File: src/sv/bmma_pkg.sv
// ----------------------------------------------------------------------------
// bmma_pkg
// Shared types and constants of the block matrix multiply-accumulate unit.
// ----------------------------------------------------------------------------
package bmma_pkg;

  localparam int MaxN  = 16;
  localparam int IdxW  = $clog2(MaxN);
  localparam int AddrW = 2 * IdxW;
  localparam int Depth = MaxN * MaxN;
  localparam int ElemW = 16;
  localparam int ProdW = 2 * ElemW;
  localparam int AccW  = 48;
  localparam int SizeW = 5;
  localparam int KindW = 3;

  localparam logic [SizeW-1:0] SizeReset = SizeW'(16);

  typedef enum logic [KindW-1:0] {
    KIND_WR_A  = 3'd0,
    KIND_WR_B  = 3'd1,
    KIND_CLR_C = 3'd2,
    KIND_MAC   = 3'd3,
    KIND_RD_C  = 3'd4
  } kind_e;

  typedef enum logic [1:0] {
    SEQ_IDLE,
    SEQ_RUN,
    SEQ_DRAIN
  } seq_state_e;

  typedef struct packed {
    logic            valid;
    logic [IdxW-1:0] i;
    logic [IdxW-1:0] k;
    logic [IdxW-1:0] j;
  } issue_t;

  typedef struct packed {
    logic pipe_busy;
    logic stage1_valid;
    logic stage2_valid;
  } mac_status_t;

endpackage

File: src/sv/bmma_seq.sv
// ----------------------------------------------------------------------------
// bmma_seq
// Pass sequencer: steps the i, k, j indices of one multiply-accumulate pass
// and waits for the accumulate pipeline to drain.
// ----------------------------------------------------------------------------
module bmma_seq
  import bmma_pkg::*;
(
  input  logic             clk_i,
  input  logic             rst_ni,
  input  logic             start_i,
  input  logic [SizeW-1:0] size_i,
  input  mac_status_t      status_i,
  output issue_t           issue_o,
  output logic             busy_o
);

  localparam logic [SizeW-1:0] MaxNSize = SizeW'(MaxN);

  seq_state_e      state_q, state_d;
  logic [IdxW-1:0] i_q, k_q, j_q;
  logic [SizeW-1:0] n_eff;
  logic [SizeW-1:0] n_less;
  logic [IdxW-1:0] last;
  logic            j_end, k_end, i_end;

  assign n_eff  = (size_i > MaxNSize) ? MaxNSize : size_i;
  assign n_less = n_eff - SizeW'(1);
  assign last   = n_less[IdxW-1:0];
  assign j_end  = (j_q == last);
  assign k_end  = (k_q == last);
  assign i_end  = (i_q == last);

  always_comb begin
    state_d = state_q;
    case (state_q)
      SEQ_IDLE: begin
        if (start_i && (n_eff != '0)) begin
          state_d = SEQ_RUN;
        end
      end
      SEQ_RUN: begin
        if (i_end && k_end && j_end) begin
          state_d = SEQ_DRAIN;
        end
      end
      SEQ_DRAIN: begin
        if (!status_i.pipe_busy) begin
          state_d = SEQ_IDLE;
        end
      end
      default: begin
        state_d = SEQ_IDLE;
      end
    endcase
  end

  always_comb begin
    issue_o.valid = 1'b0;
    issue_o.i     = i_q;
    issue_o.k     = k_q;
    issue_o.j     = j_q;
    busy_o        = 1'b1;
    case (state_q)
      SEQ_IDLE: begin
        busy_o = 1'b0;
      end
      SEQ_RUN: begin
        issue_o.valid = 1'b1;
      end
      SEQ_DRAIN: begin
        busy_o = 1'b1;
      end
      default: begin
        busy_o = 1'b1;
      end
    endcase
  end

  always_ff @(posedge clk_i or negedge rst_ni) begin
    if (!rst_ni) begin
      state_q <= SEQ_IDLE;
      i_q     <= '0;
      k_q     <= '0;
      j_q     <= '0;
    end else begin
      state_q <= state_d;
      if (state_q != SEQ_RUN) begin
        i_q <= '0;
        k_q <= '0;
        j_q <= '0;
      end else if (!j_end) begin
        j_q <= j_q + IdxW'(1);
      end else begin
        j_q <= '0;
        if (!k_end) begin
          k_q <= k_q + IdxW'(1);
        end else begin
          k_q <= '0;
          i_q <= i_q + IdxW'(1);
        end
      end
    end
  end

endmodule

File: config.mk
export PLATFORM = sky130hd
export DESIGN_NAME = bmma_seq
export DESIGN_NICKNAME = d
export VERILOG_FILES = /design/src/sv/bmma_pkg.sv /design/src/sv/bmma_seq.sv
export SDC_FILE = /design/constraint.sdc
export NUM_CORES = 1
export LEC_CHECK = 0
export BUFFER_PORTS_ARGS = -buffer_cell sky130_fd_sc_hd__buf_2
export CAP_MARGIN = 5
export CORE_UTILIZATION = 50
export CTS_CLUSTER_DIAMETER = 150
export DETAILED_ROUTE_END_ITERATION = 7
export GPL_ROUTABILITY_DRIVEN = 1
export PLACE_DENSITY = 0.85
export SLEW_MARGIN = 20
export SYNTH_ARGS = -nofsm -noshare
export SYNTH_HDL_FRONTEND = slang
export SYNTH_SLANG_ARGS = --single-unit
export TNS_END_PERCENT = 10
File: constraint.sdc
create_clock -name clk_i -period 2 [get_ports clk_i]
set_clock_uncertainty 0.2 [all_clocks]
set_input_delay 0.3 -clock clk_i [delete_from_list [all_inputs] [get_ports clk_i]]
set_output_delay 0.3 -clock clk_i [all_outputs]
set_load 0.005 [all_outputs]
==> results.toml, run 1 <==
[run_status]
status = "finished, violations left"
violations = "negative setup slack"

[drt]
antenna_left = 0
dr.pass1.iters = 4
drt_iter0_drc = 21
drc = 0
via_per_inst = 5.667
drt_wl_total_mm = 2.438
via_count = 884
wl_per_cell_um = 15.63

[worst_setup_path]
crit_path_end = "i_q[3]"
endpoint_kind = "flop"
worstPathMaxFanout = 5
worst-setup-path-type = "primary input to flop"
startpoint_type = "primary input"
critical_path_arrival_ns = 2.05
rr_startpoint = "j_q[2]"
r2r_end = "i_q[2]"
reg2reg_slack_ns = 0.04
worstRegToRegCells = 4
critical_path.startpoint = "size_i[2]"
worstPathRequired_ns = 2.02

[floorplanning]
start_util_pct = 54.33
num_rows = 15
fp.dieW_um = 45.78
ios = 25
coreArea_mm2 = 0.001764
die-height_um = 45.78
dieArea_mm2 = 0.002096

[sta]
final.period_utilization_pct = 101.3
fin_ws_ns = -0.02619
maxSlewViolCount = 0
setup_viol = 4
worstMarginPinSlew_ns = 0.3749
max_clock_freq_ghz = 0.4935
relSlewSlack_pct = 74.82
hold_violations = 0
timing.final.crit_period_ns = 2.026
rsz0062_at_grt = "true"

[power_and_ir_drop]
power_mw = 1.303
peakVddDrop_v = 0.0008944
leakage_nw = 0.6054
p_per_area_mw_per_mm2 = 964.4

[placement]
dpl_cell_area_mm2 = 0.001210
dp_slack_ns = -0.3704
gp_congestion = 0.8061
io_buffers = 22
dpl.hpwl_mm = 1.673
place_inst = 150

[global_routing]
grt_pass1_wl_mm = 3.546
overflow = 0
grt_max_degree = 15
grt_pass1_vias = 779
grt_usage_pct = 24.25
antenna_found_initial = 0

[synth]
ys_ff_latch = 14
synth_cells = 93
synth_seq_area_share_pct = 36.55
synth_area_leader_cell = "dfrtp_1"
netlist_area_um2 = 958.4
synthDistinctLibCells = 35
yosysWarnings = 0
yosys_most_used_dff = "dfrtp_1"
synth_most_common_cell = "dfrtp_1"
async_reset_ff_share_pct = 100.0
synth_nets = 108
yosys-top-cells-area = "dfrtp_1 37%, xnor3_1 7.0%, ha_1 5.2%, xnor2_1 4.6%, nand3_1 4.2%"
synth_area_per_cell_um2 = 10.31
netlist_top_cells_count = "14 x dfrtp_1, 8 x nand3_1, 5 x inv_1, 5 x xnor2_1"
synth_top_area_share_pct = 36.55
synth_edf_count = 0

[clock_tree]
htree_levels = 1
root_buffer = "clkbuf_4"
cts.sinks = 14
cts_tree = "built"
clk_latency_ns = 0.29
path_clk_slew_ns = 0.09
numCtsBuffers = 3
cts.path.max_buffers = 2

[layout]
layout.cells.non_filler = 156
fillers = 125
drive_gt1_share_pct = 48.85
diodes = 0
fin_nets = 147
fin_area_mm2 = 0.001351
syn2layout_area_growth_pct = 40.99
fin_util_pct = 76.60

[run]
max-cap-violations = 0

[min_path]
hold_path.class = "primary input to flop"
==> area by class of cell <==
type	count	area (µm²)	share of cell area (%)
flip-flops and latches	14	350.3	25.93
clock buffers	4	36.28	2.685
multi-input cells	68	664.4	49.17
well taps	25	31.28	2.315
repair buffers	40	250.2	18.52
inverters	5	18.77	1.389
==> power by group <==
group          switching [mW]  internal (mW)
combinational           0.303          0.330
sequential              0.103          0.358
clock                  0.0981          0.111
==> metrics by stage <==
| stage | hold WS, ns | setup TNS (ns) |
|---|---|---|
| final | 0.05060 | -0.07231 |
| after global routing | 0.09276 | -0.5153 |
| after CTS | 0.05408 | -0.2332 |
| after detailed placement | 0.01327 | -3.596 |
| after global placement | 0.002730 | -2.361 |
| after floorplan | -0.1956 | -1.754 |
==> worst min path at each step <==
stage | startpoint | endpoint | slack, ns | cells after the start
after floorplan | rst_ni | i_q[0] | -0.20 | 0
after global placement | rst_ni | k_q[0] | 0.003 | 1
after detailed placement | rst_ni | k_q[0] | 0.01 | 1
after CTS | start_i | state_q[0] | 0.05 | 3
after global routing | start_i | state_q[0] | 0.09 | 3
final | start_i | state_q[0] | 0.05 | 3
==> placed cells by master (no fill, tap or decap), types with 2 or more instances in the layout <==
cell type	n
o21ai_0	3
clkbuf_4	3
nor4_4	2
nor4_2	2
nand3_1	8
buf_2	21
o211ai_1	2
nand2b_4	2
dfrtp_1	14
ha_1	3
inv_1	4
xor2_2	2
nor2_1	3
xnor3_1	3
xor2_1	2
xnor2_1	5
a21oi_2	2
buf_4	18
or2_2	2
o31a_1	3
o31ai_1	3
nand2_1	3
nand4_1	2
==> worst max-delay path, stage by stage <==
cell and delay, ns:
buf_4 0.13, o31a_1 0.39, nor4_2 0.25, o2111ai_2 0.18, buf_4 0.19, or4_4 0.47
a21oi_2 0.14
==> routing by layer <==
metal / part of all wire (%) / global-route usage [%] / vias to the layer above
li1: - / - / 417
met2: 50 / 40.29 / 38
met5: 0 / 0 / -
met1: 41 / 32.49 / 423
met4: 2.5 / 9.412 / 0
met3: 5.9 / 2.381 / 6
==> state kept, by name, indices dropped and copies added, names as in the netlist <==
register / cells
k_q: 4
i_q: 4
state_q: 2
j_q: 4
==> what timing repair did <==
item                       4_1_cts  5_1_grt
gates resized for setup          1       15
gates cloned                     0        0
hold buffers                     1        0
setup endpoints to repair        7       13
pin swaps                        1        4
hold endpoints to repair        14        0
buffers inserted                 0        1
==> logic make-up after synthesis <==
kind of cell	synth area share, %
fa+ha+maj	5.222
buf+inv	5.092
flops	36.55
simple gates	22.06
xor+xnor	15.27
compound gates	15.80
Note: power is estimated with default switching activity, not from simulation.
==> run 2, diff against run 1 <==
Settings changed: SETUP_SLACK_MARGIN set to 0.5.
==> run 2 against run 1 <==
Compared with the run above: final area grew 0.65%; via count increased by 0.79%; die area unchanged; routed wire length shrank 0.98%; the flow now finishes without violations; largest power group unchanged.
==> results.toml, run 2 (synthesis gave the netlist of run 1 again) <==
[placement]
gp_congestion = 0.8061
dpl_cell_area_mm2 = 0.001210
dp_slack_ns = -0.3704
io_buffers = 22
dpl.hpwl_mm = 1.673

[drt]
antenna_left = 0
wl_per_cell_um = 15.38
drc = 0
via_per_inst = 5.675
drt_iter0_drc = 22
via_count = 891
drt_wl_total_mm = 2.414
dr.pass1.iters = 4

[worst_setup_path]
endpoint_kind = "flop"
crit_path_frequent_cell = "o31a_1"
worstRegToRegCells = 4
cp_slowest_stage_delay_ns = 0.44
worst-setup-path-type = "primary input to flop"
startpoint_type = "primary input"
critical_path_arrival_ns = 2.00
crit_slowest_cell = "or3b_4"
worstPathRequired_ns = 2.00
worstPathMaxFanout = 5
cp_cell_sequence = "buf_2 -> o31a_1 -> o31a_1 -> o2111ai_2 -> or3b_4 -> o311ai_2"

[sta]
timing.final.crit_period_ns = 1.994
final.period_utilization_pct = 99.72
relSlewSlack_pct = 76.42
rsz0062_at_grt = "true"
setup_viol = 0
hold_violations = 0
fin_ws_ns = 0.005635
timing.hold.ws_ns = 0.05129
maxSlewViolCount = 0
max_clock_freq_ghz = 0.5014
worstMarginPinSlew_ns = 0.3533

[layout]
syn2layout_area_growth_pct = 41.91
fin_nets = 148
diodes = 0
layout_common_cells = "20 x buf_2, 19 x buf_4, 14 x dfrtp_1"
drive_gt1_share_pct = 47.73
reg_top3 = "i_q x4, j_q x4, k_q x4"
final_common_cell = "buf_2"
fin_util_pct = 77.09
fin_area_mm2 = 0.001360

[clock_tree]
cts.path.max_buffers = 2
numCtsBuffers = 3
root_buffer = "clkbuf_4"
htree_levels = 1
clk_latency_ns = 0.29
cts_tree = "built"
cts.sinks = 14
path_clk_slew_ns = 0.09

[global_routing]
grt_pass1_wl_mm = 3.705
grt_max_degree = 15
antenna_found_initial = 0
grt_pass1_vias = 803
grt_usage_pct = 25.56
overflow = 0

[floorplanning]
ios = 25
num_rows = 15
coreArea_mm2 = 0.001764
fp.dieW_um = 45.78
start_util_pct = 54.33
dieArea_mm2 = 0.002096
die-height_um = 45.78

[min_path]
hold_path.class = "primary input to flop"
min_path_cells = 3

[power_and_ir_drop]
leakage_nw = 0.6120
p_per_area_mw_per_mm2 = 955.5
peakVddDrop_v = 0.0009047

[run]
max-cap-violations = 0

[run_status]
status = "complete, no violations"
-- run 2: final cells by class --
type,instances,area [µm²]
multi-input combinational,68,659.4
fill,132,404.1
sequential,14,350.3
timing repair buffer,41,264.0
clock buffer,4,36.28
tap,25,31.28
inverter,5,18.77
-- run 2: critical path: cells and delay by family --
| kind | cells | cell delay [ns] |
|---|---|---|
| AO/OA/AOI/OAI | 4 | 1.12 |
| AND/OR/NAND/NOR | 1 | 0.44 |
| buffers and inverters | 1 | 0.14 |
-- run 2: repair_timing --
item	CTS	global route
endpoints found under the setup margin	16	16
hold buffers	1	0
endpoints found under the hold margin	14	0
resized for setup	14	4
pin swaps	6	3
setup buffers	2	0
-- run 2: worst paths after layout --
check	from	to	slack, ns
max	size_i[0]	k_q[2]	0.006
min	start_i	state_q[0]	0.05
max reg2reg	j_q[2]	k_q[2]	0.03
min reg2reg	j_q[0]	j_q[0]	0.32
max in group asynchronous	rst_ni	j_q[2]	1.12
min in group asynchronous	rst_ni	k_q[2]	0.23
-- run 2: per-layer routing --
metal	up-vias	wire (µm)	GRT usage, %
met4	0	36	9.412
met1	427	1032	32.99
li1	425	-	-
met2	34	1230	44.29
met5	-	0	0
met3	5	114	2.381
-- run 2: metrics by stage --
stage          std cells  power, mW  TNS [ns]
2_1_floorplan         93     0.7984    -1.754
3_3_place_gp         150     0.9796    -2.361
3_5_place_dp         150      1.015    -3.596
4_1_cts              157      1.283         0
5_1_grt              157      1.379   -0.2002
6_report             157      1.300         0
-- run 2: power breakdown --
group | internal [mW] | switching (mW) | total [mW]
combinational | 0.332 | 0.296 | 0.628
clock | 0.111 | 0.0976 | 0.209
sequential | 0.358 | 0.105 | 0.463
total | 0.801 | 0.499 | 1.30
